[src/rtl/core/usri_pkg.sv]
package usri_pkg;

	localparam int Q_W     = 32;
	localparam int PROD_W  = 2 * Q_W;
	localparam int RAD_W   = PROD_W;
	localparam int ROOT_W  = RAD_W / 2;
	localparam int FRAC_W  = 16;
	localparam int DVD_W   = 49;
	localparam int DVS_W   = Q_W - 1;
	localparam int IN_W    = 9 * Q_W;
	localparam int OUT_W   = 4 * Q_W;

	// 1.0 in Q32.32, negated
	localparam logic signed [PROD_W-1:0] NEG_ONE_Q32 = 64'shFFFF_FFFF_0000_0000;

	// ray data that rides along the whole pipeline, start x in the lowest bits
	typedef struct packed {
		logic [Q_W-1:0]      best;
		logic [Q_W-1:0]      t_high;
		logic [Q_W-1:0]      t_low;
		logic [2:0][Q_W-1:0] d;
		logic [2:0][Q_W-1:0] s;
	} side_t;

	// sideband through the square root pipe
	typedef struct packed {
		logic                  miss;
		logic signed [Q_W-1:0] a;
		logic signed [Q_W-1:0] b;
		side_t                 side;
	} sq_side_t;

	// sideband through the divider pipe
	typedef struct packed {
		logic  miss;
		logic  neg0;
		logic  neg1;
		side_t side;
	} dv_side_t;

	// partial result of the digit-by-digit square root
	typedef struct packed {
		logic [ROOT_W+2:0]  rem;
		logic [ROOT_W-1:0]  root;
	} sq_acc_t;

	// result word
	typedef struct packed {
		logic [Q_W-1:0] nz;
		logic [Q_W-1:0] ny;
		logic [Q_W-1:0] nx;
		logic [Q_W-1:0] hit_t;
	} out_t;

	function automatic logic signed [PROD_W-1:0] sat_add64(
		input logic signed [PROD_W-1:0] x,
		input logic signed [PROD_W-1:0] y
	);
		logic signed [PROD_W:0] sum;
		sum = {x[PROD_W-1], x} + {y[PROD_W-1], y};
		if (sum[PROD_W] != sum[PROD_W-1]) begin
			if (sum[PROD_W])
				return {1'b1, {(PROD_W-1){1'b0}}};
			else
				return {1'b0, {(PROD_W-1){1'b1}}};
		end
		return sum[PROD_W-1:0];
	endfunction

	function automatic logic signed [Q_W-1:0] sat32(input logic signed [PROD_W-1:0] x);
		if (x[PROD_W-1:Q_W-1] == {(PROD_W-Q_W+1){x[PROD_W-1]}})
			return x[Q_W-1:0];
		else if (x[PROD_W-1])
			return {1'b1, {(Q_W-1){1'b0}}};
		else
			return {1'b0, {(Q_W-1){1'b1}}};
	endfunction

	// one root bit: bring down two radicand bits, trial subtract
	function automatic sq_acc_t sqrt_step(input sq_acc_t acc, input logic [1:0] pair);
		sq_acc_t            r;
		logic [ROOT_W+2:0]  sh;
		logic [ROOT_W+2:0]  trial;
		sh    = {acc.rem[ROOT_W:0], pair};
		trial = {1'b0, acc.root, 2'b01};
		if (sh >= trial) begin
			r.rem  = sh - trial;
			r.root = {acc.root[ROOT_W-2:0], 1'b1};
		end else begin
			r.rem  = sh;
			r.root = {acc.root[ROOT_W-2:0], 1'b0};
		end
		return r;
	endfunction

	// one quotient bit of restoring division: {qbit, remainder}
	function automatic logic [DVS_W:0] div_step(
		input logic [DVS_W-1:0] rem,
		input logic             nb,
		input logic [DVS_W-1:0] dvs
	);
		logic [DVS_W:0] sh;
		sh = {rem, nb};
		if (sh >= {1'b0, dvs})
			return {1'b1, DVS_W'(sh - {1'b0, dvs})};
		return {1'b0, sh[DVS_W-1:0]};
	endfunction

	// signed quotient from magnitude, saturated to Q16.16
	function automatic logic signed [Q_W-1:0] quo_sat(input logic [DVD_W-1:0] q, input logic neg);
		if (neg) begin
			if (q > DVD_W'(64'h8000_0000))
				return {1'b1, {(Q_W-1){1'b0}}};
			return ~q[Q_W-1:0] + 32'd1;
		end
		if (q > DVD_W'(64'h7FFF_FFFF))
			return {1'b0, {(Q_W-1){1'b1}}};
		return q[Q_W-1:0];
	endfunction

endpackage

[src/rtl/core/usri_sqrt.sv]
module usri_sqrt #(
	parameter int SIDE_W = 1
) (
	input  logic                         clk,
	input  logic                         arst_n,
	input  logic                         en,
	input  logic                         in_valid,
	input  logic [usri_pkg::RAD_W-1:0]   radicand,
	input  logic [SIDE_W-1:0]            in_side,
	output logic                         out_valid,
	output logic [usri_pkg::ROOT_W-1:0]  root,
	output logic [SIDE_W-1:0]            out_side
);
	import usri_pkg::*;

	localparam int STEPS = ROOT_W;

	logic              v_s    [STEPS];
	logic [RAD_W-1:0]  rad_s  [STEPS];
	sq_acc_t           acc_s  [STEPS];
	logic [SIDE_W-1:0] side_s [STEPS];
	sq_acc_t           acc_nx [STEPS];

	// one root bit per stage, top radicand pair first
	always_comb begin
		acc_nx[0] = sqrt_step('0, radicand[RAD_W-1:RAD_W-2]);
		for (int k = 1; k < STEPS; k++)
			acc_nx[k] = sqrt_step(acc_s[k-1], rad_s[k-1][RAD_W-1:RAD_W-2]);
	end

	always_ff @(posedge clk or negedge arst_n) begin
		if (!arst_n) begin
			for (int k = 0; k < STEPS; k++)
				v_s[k] <= 1'b0;
		end else if (en) begin
			v_s[0] <= in_valid;
			for (int k = 1; k < STEPS; k++)
				v_s[k] <= v_s[k-1];
		end
	end

	always_ff @(posedge clk) begin
		if (en) begin
			rad_s[0]  <= radicand << 2;
			acc_s[0]  <= acc_nx[0];
			side_s[0] <= in_side;
			for (int k = 1; k < STEPS; k++) begin
				rad_s[k]  <= rad_s[k-1] << 2;
				acc_s[k]  <= acc_nx[k];
				side_s[k] <= side_s[k-1];
			end
		end
	end

	assign out_valid = v_s[STEPS-1];
	assign root      = acc_s[STEPS-1].root;
	assign out_side  = side_s[STEPS-1];

endmodule

[config.mk]
export PLATFORM = sky130hd
export DESIGN_NAME = usri_sqrt
export DESIGN_NICKNAME = d
export VERILOG_FILES = /design/src/rtl/core/usri_pkg.sv /design/src/rtl/core/usri_sqrt.sv
export SDC_FILE = /design/constraint.sdc
export NUM_CORES = 2
export LEC_CHECK = 0
export ABC_CLOCK_PERIOD_IN_PS = 6400
export BUFFER_PORTS_ARGS = -buffer_cell sky130_fd_sc_hd__clkbuf_2
export CORE_UTILIZATION = 55
export CTS_BUF_LIST = sky130_fd_sc_hd__clkbuf_4 sky130_fd_sc_hd__clkbuf_8
export CTS_CLUSTER_DIAMETER = 30
export CTS_CLUSTER_SIZE = 16
export DETAILED_ROUTE_END_ITERATION = 8
export PLACE_DENSITY = 0.71
export REMOVE_ABC_BUFFERS = 1
export SLEW_MARGIN = 20
export SYNTH_ARGS = -nofsm -noshare
export SYNTH_HDL_FRONTEND = slang
export SYNTH_MEMORY_MAX_BITS = 65536
export SYNTH_SLANG_ARGS = --single-unit
[constraint.sdc]
create_clock -name clk -period 6.4 [get_ports clk]
set_input_delay 1.28 -clock clk [delete_from_list [all_inputs] [get_ports clk]]
set_output_delay 1.28 -clock clk [all_outputs]
set_load 0.01 [all_outputs]
After elaboration in Yosys (flattened, before gate mapping)

Memories as Yosys holds them, arrays and structs flattened.
Cells that the tools add are included.

Flip-flop bits (word level): 32
Memory bits (writable): 4160
Input bits: 69
Logic and storage cells: 133
Memories kept: 3

Add/sub/neg operators: 32
Order comparisons: 32
Mux-type cells: 34

Memory list:

| name   | words | bits a word | read ports | clocked after memory_dff | wr ports | line            | text |
|---|---|---|---|---|---|---|---|
| acc_s  | 32    | 67          | 32         | 0                        | 32       | usri_sqrt.sv:20 | `sq_acc_t acc_s [STEPS];` |
| rad_s  | 32    | 62          | 31         | 0                        | 32       | usri_sqrt.sv:19 | `logic [RAD_W-1:0] rad_s [STEPS];` |
| side_s | 32    | 1           | 32         | 0                        | 32       | usri_sqrt.sv:21 | `logic [SIDE_W-1:0] side_s [STEPS];` |

Operators with widths:

| operator                                                          | count |
|---|---|
| 2-to-1 mux 67 bit                                                 | 32 |
| greater-or-equal comparator 35 x 34 -> 1 bit                      | 31 |
| subtractor 35 x 34 -> 35 bit                                      | 31 |
| subtractor 2 x 1 -> 3 bit, second input constant                  | 1 |
| greater-or-equal comparator 2 x 1 -> 1 bit, second input constant | 1 |
| 2-to-1 mux 1 bit                                                  | 2 |

Longest topological paths before layout

An unclocked memory read counts as a cell.

Depth after elaboration: 3
Depth in mapped cells: 15
Gate-level depth less buffers: 12

Worst setup path after synthesis

OpenSTA, ideal clock, no wires.

Kind: register to register
From: memory acc_s[1][585] (netlist bit)
To: memory acc_s[1][667] (netlist bit) (data pin)
Data arrival time: 2.919 ns
Setup slack: 3.221 ns
Stages on the path, launching flop included: 11
Buffers on the path: 1
Period minus slack after synthesis: 3.179 ns
Path through: edfxtp_1 > ha_1 > clkbuf_1 > a211o_1 > or3_1 > o32ai_1 > a21oi_1 > a221oi_1 > o21ai_1 > a2111oi_0 > mux2_2

RTL lines:

| item            | line |
|---|---|
| start, declared | usri_sqrt.sv:20 |

==> Flow_metrics.wiki <==
{| class="wikitable"
! Metric !! Value
|-
| Area fraction in compound gates after synthesis || 9.74%
|-
| CTS buffer count || 482
|-
| Setup TNS || 0 ns
|-
| Pre-antenna DRT Iters || 6
|-
| Internal power || 35100 uW
|-
| Relative max-transition margin || 30.2%
|-
| Largest fanout on the critical path || 21
|-
| Setup crit start kind || flop
|-
| Skew-Pair Late Insertion Delay || 1.10 ns
|-
| Net switching component of the power || 14400 uW
|-
| Clock Skew || 0.0842 ns
|-
| Area of the mapped netlist || 119000 sq um
|-
| Clock sink total || 2558
|-
| First-pass GRT wire length || 378000 microns
|-
| Number of max-slew violations in the final report || 0
|-
| Classification of the worst-slack hold path || input pin to async pin
|-
| Boundary pin count || 103
|-
| Leakage power figure || 0.0514 uW
|-
| Mean cell area of the mapped netlist || 13.0 sq um
|-
| CTS tree || yes
|-
| RSZ-0062 raised after global routing || no
|-
| # Max-Cap Violations || 0
|-
| Data arrival, critical path || 5.03 ns
|-
| Wire length per cell || 18.5 microns
|-
| Simple-gate share of the synthesized area || 9.75%
|-
| Clock root cell || sky130_fd_sc_hd__clkbuf_8
|-
| Post-synthesis adder-cell area fraction || 5.90%
|-
| Overflow after GRT || 0
|-
| Sequential area share after synthesis || 64.4%
|-
| Part of the total power dissipated in combinational logic || 19.5%
|-
| Fin area || 134000 sq um
|-
| Maximum operating frequency || 236 MHz
|-
| Overall routing resource usage || 21.7%
|-
| Detailed-route via count || 72100
|-
| Post-detailed-route DRC marker count || 0
|-
| Synth Area in XOR/XNOR || 5.82%
|-
| Layout cell share with drive strength beyond 1 || 12.1%
|-
| Clock transition at path regs || 0.07 ns
|-
| Detailed router's first-iteration violation count || 5427
|-
| Vias per cell || 5.61
|-
| Total number of yosys warnings || 0
|-
| Cell with the largest stage delay on the worst path || sky130_fd_sc_hd__nor4b_4
|-
| Crit. End Element || flop
|-
| Number of hold-slack violations in the final timing report || 0
|-
| Result of the run || complete, no violations
|-
| Final period utilization || 66.1%
|-
| Die area || 218000 sq um
|-
| Main synth FF type || sky130_fd_sc_hd__edfxtp_1
|-
| Vias in the first global route || 72000
|-
| Number of enable-type register cells in the synthesized netlist || 2526
|-
| Clock power share || 35.0%
|-
| Mux contribution to synthesized area || 1.23%
|-
| Antenna Violating Nets Remaining || 0
|-
| Effective utilization at floorplan || 55.4%
|-
| Largest family of logic cells by synthesized area || simple AND/OR/NAND/NOR gates
|-
| Power density over the cells || 371 nW/um^2
|-
| Actual transition at the worst max-transition pin || 1.04 ns
|-
| Worst-case vdd ir drop || 268 uV
|-
| Row Count || 170
|-
| CTS H-tree depth || 5
|-
| Largest net degree at the start of global routing || 161
|-
| Post-Synthesis Cells || 9172
|-
| Maximum buffer depth of the clock tree || 4
|-
| Largest stage delay, worst path || 0.91 ns
|-
| Final routed wirelength across all metal layers || 238000 microns
|-
| Die outline width || 467 microns
|-
| Number of flip-flops and latches in the synthesized netlist || 2558
|-
| Sw frac || 29.0%
|-
| Hold buffer count at cts || 0
|-
| Area overhead of the layout relative to synthesis || 12.3%
|-
| Cts repair resizes || 0
|-
| Post-CTS repair timing setup buffer count || 0
|-
| Sequential power share || 45.6%
|-
| Start-to-end type of the worst setup path || flop to flop
|-
| Post-route minimum period || 4.23 ns
|-
| Number of distinct library cells after synthesis || 101
|-
| Most used cell, CP || sky130_fd_sc_hd__or3_1
|-
| Cell Area, Placed || 123000 sq um
|-
| Final count of negative-setup-slack endpoints || 0
|-
| Core area || 215000 sq um
|-
| PortBufs || 102
|-
| Filler instances || 16200
|-
| Vertical extent of the die || 467 microns
|-
| Worst Path Required || 7.20 ns
|-
| Antenna violations before repair || 4
|-
| Async set-or-reset flop fraction in the synthesized netlist || 1.25%
|-
| CP cell instances || or4_1, or3_1, or3_1, a311oi_1, nor4b_4, nor2_1, nand4_1, nor3_1, xor2_1
|-
| Detailed placement HPWL || 169000 microns
|-
| Net count reported at finish || 10200
|-
| Routability Congestion || 0.924
|}
logic make-up after synthesis:
family,count (synthesis)
xor gates and xnor gates,791
buffers and inverters,938
and+or+nand+nor,2329
muxes,131
adders and majority gates,561
DFF,2558
AOI/OAI and AO/OA,1863
other,1
metrics by stage:
stage	setup WS (ns)	utilization [%]	instances	hold WS, ns	power (uW)
detailed placement	2.26	57.1	11900	0.405	32400
finish	2.17	62.2	12800	0.237	49500
floorplan	1.63	-	8949	0.400	29300
global route	1.96	62.2	12800	0.226	52000
CTS	2.20	62.2	12800	0.161	49900
global placement	2.41	57.1	11900	0.400	32300
registers in the layout, summed over array words and instances (netlist names):
| register | cells |
|---|---|
| v_s | 31 |
| rad_s | 992 |
| out_valid | 1 |
| side_s | 32 |
| acc_s | 1502 |
routing by layer:
metal  track usage (%)  vias up  share of wire [%]
li1                  -    35000                  -
met1              27.0    34700                 42
met2              37.4     1826                 50
met3              3.48      620                4.5
met4              9.55        2                3.9
met5                 0        -             0.0034
final cells by class:
type	instances	area (sq um)	share of cell area, %
inverters	715	2680	2.01
clock buffers	526	7000	5.24
clock inverters	360	3800	2.85
diodes	5	12.5	0.00937
flip-flops and latches	2558	76700	57.4
well taps	2838	3550	2.66
multi-input cells	5676	38700	29.0
repair buffers	161	1180	0.884
cell usage after synthesis (84+ instances only):
cell / instances / area, sq um
sky130_fd_sc_hd__inv_1: 711 / 2670
sky130_fd_sc_hd__o21a_1: 96 / 721
sky130_fd_sc_hd__o21ai_0: 498 / 2490
sky130_fd_sc_hd__or3_1: 89 / 557
sky130_fd_sc_hd__nand3_1: 137 / 686
sky130_fd_sc_hd__a21o_1: 249 / 1870
sky130_fd_sc_hd__xnor2_1: 403 / 3530
sky130_fd_sc_hd__edfxtp_1: 2526 / 75900
sky130_fd_sc_hd__nor4_1: 115 / 719
sky130_fd_sc_hd__nand2b_1: 113 / 707
sky130_fd_sc_hd__ha_1: 561 / 7020
sky130_fd_sc_hd__xor2_1: 388 / 3400
sky130_fd_sc_hd__nor2b_1: 84 / 526
sky130_fd_sc_hd__nand2_1: 604 / 2270
sky130_fd_sc_hd__nand4_1: 104 / 651
sky130_fd_sc_hd__nor2_1: 572 / 2150
sky130_fd_sc_hd__mux2_2: 119 / 1340
sky130_fd_sc_hd__nor3_1: 187 / 936
sky130_fd_sc_hd__a21oi_1: 562 / 2810
sky130_fd_sc_hd__clkbuf_1: 140 / 526
final timing paths:
kind | start | to | slack, ns | cells after the start
max reg2reg | acc_s[0][525] | acc_s[0][592] | 2.17 | 9
min in group clk | radicand[49] | rad_s[0][49] | 0.33 | 1
max in group asynchronous | arst_n | v_s[15] | 5.69 | 1
max | acc_s[0][525] | acc_s[0][592] | 2.17 | 9
min reg2reg | rad_s[0][598] | rad_s[0][662] | 0.37 | 0
min | arst_n | v_s[2] | 0.24 | 1
worst max-delay path, delay by kind of cell, from the launching register on:
| family | cells | cell delay (ns) |
|---|---|---|
| AO/OA/AOI/OAI | 1 | 0.35 |
| XOR/XNOR | 1 | 0.17 |
| flip-flops | 1 | 0.42 |
| AND/OR/NAND/NOR | 7 | 2.99 |
cells in the final DEF (no fill, tap or decap), drive strengths merged, types with 189 or more instances in the layout:
| master | count |
|---|---|
| edfxtp | 2526 |
| inv | 781 |
| clkbuf | 627 |
| nand2 | 604 |
| nor2 | 573 |
| a21oi | 562 |
| ha | 561 |
| o21ai | 503 |
| xnor2 | 403 |
| xor2 | 388 |
| a21o | 249 |
| nor3 | 189 |
power by group through the flow:
stage | Sequential (uW) | Clock [uW] | Combinational [uW]
floorplan | 22200 | 0 | 7100
global placement | 22900 | 0 | 9390
detailed placement | 22900 | 0 | 9520
CTS | 22600 | 17800 | 9590
global route | 22800 | 18500 | 10700
finish | 22600 | 17300 | 9630
No activity file was read; power rests on OpenSTA's default activity.
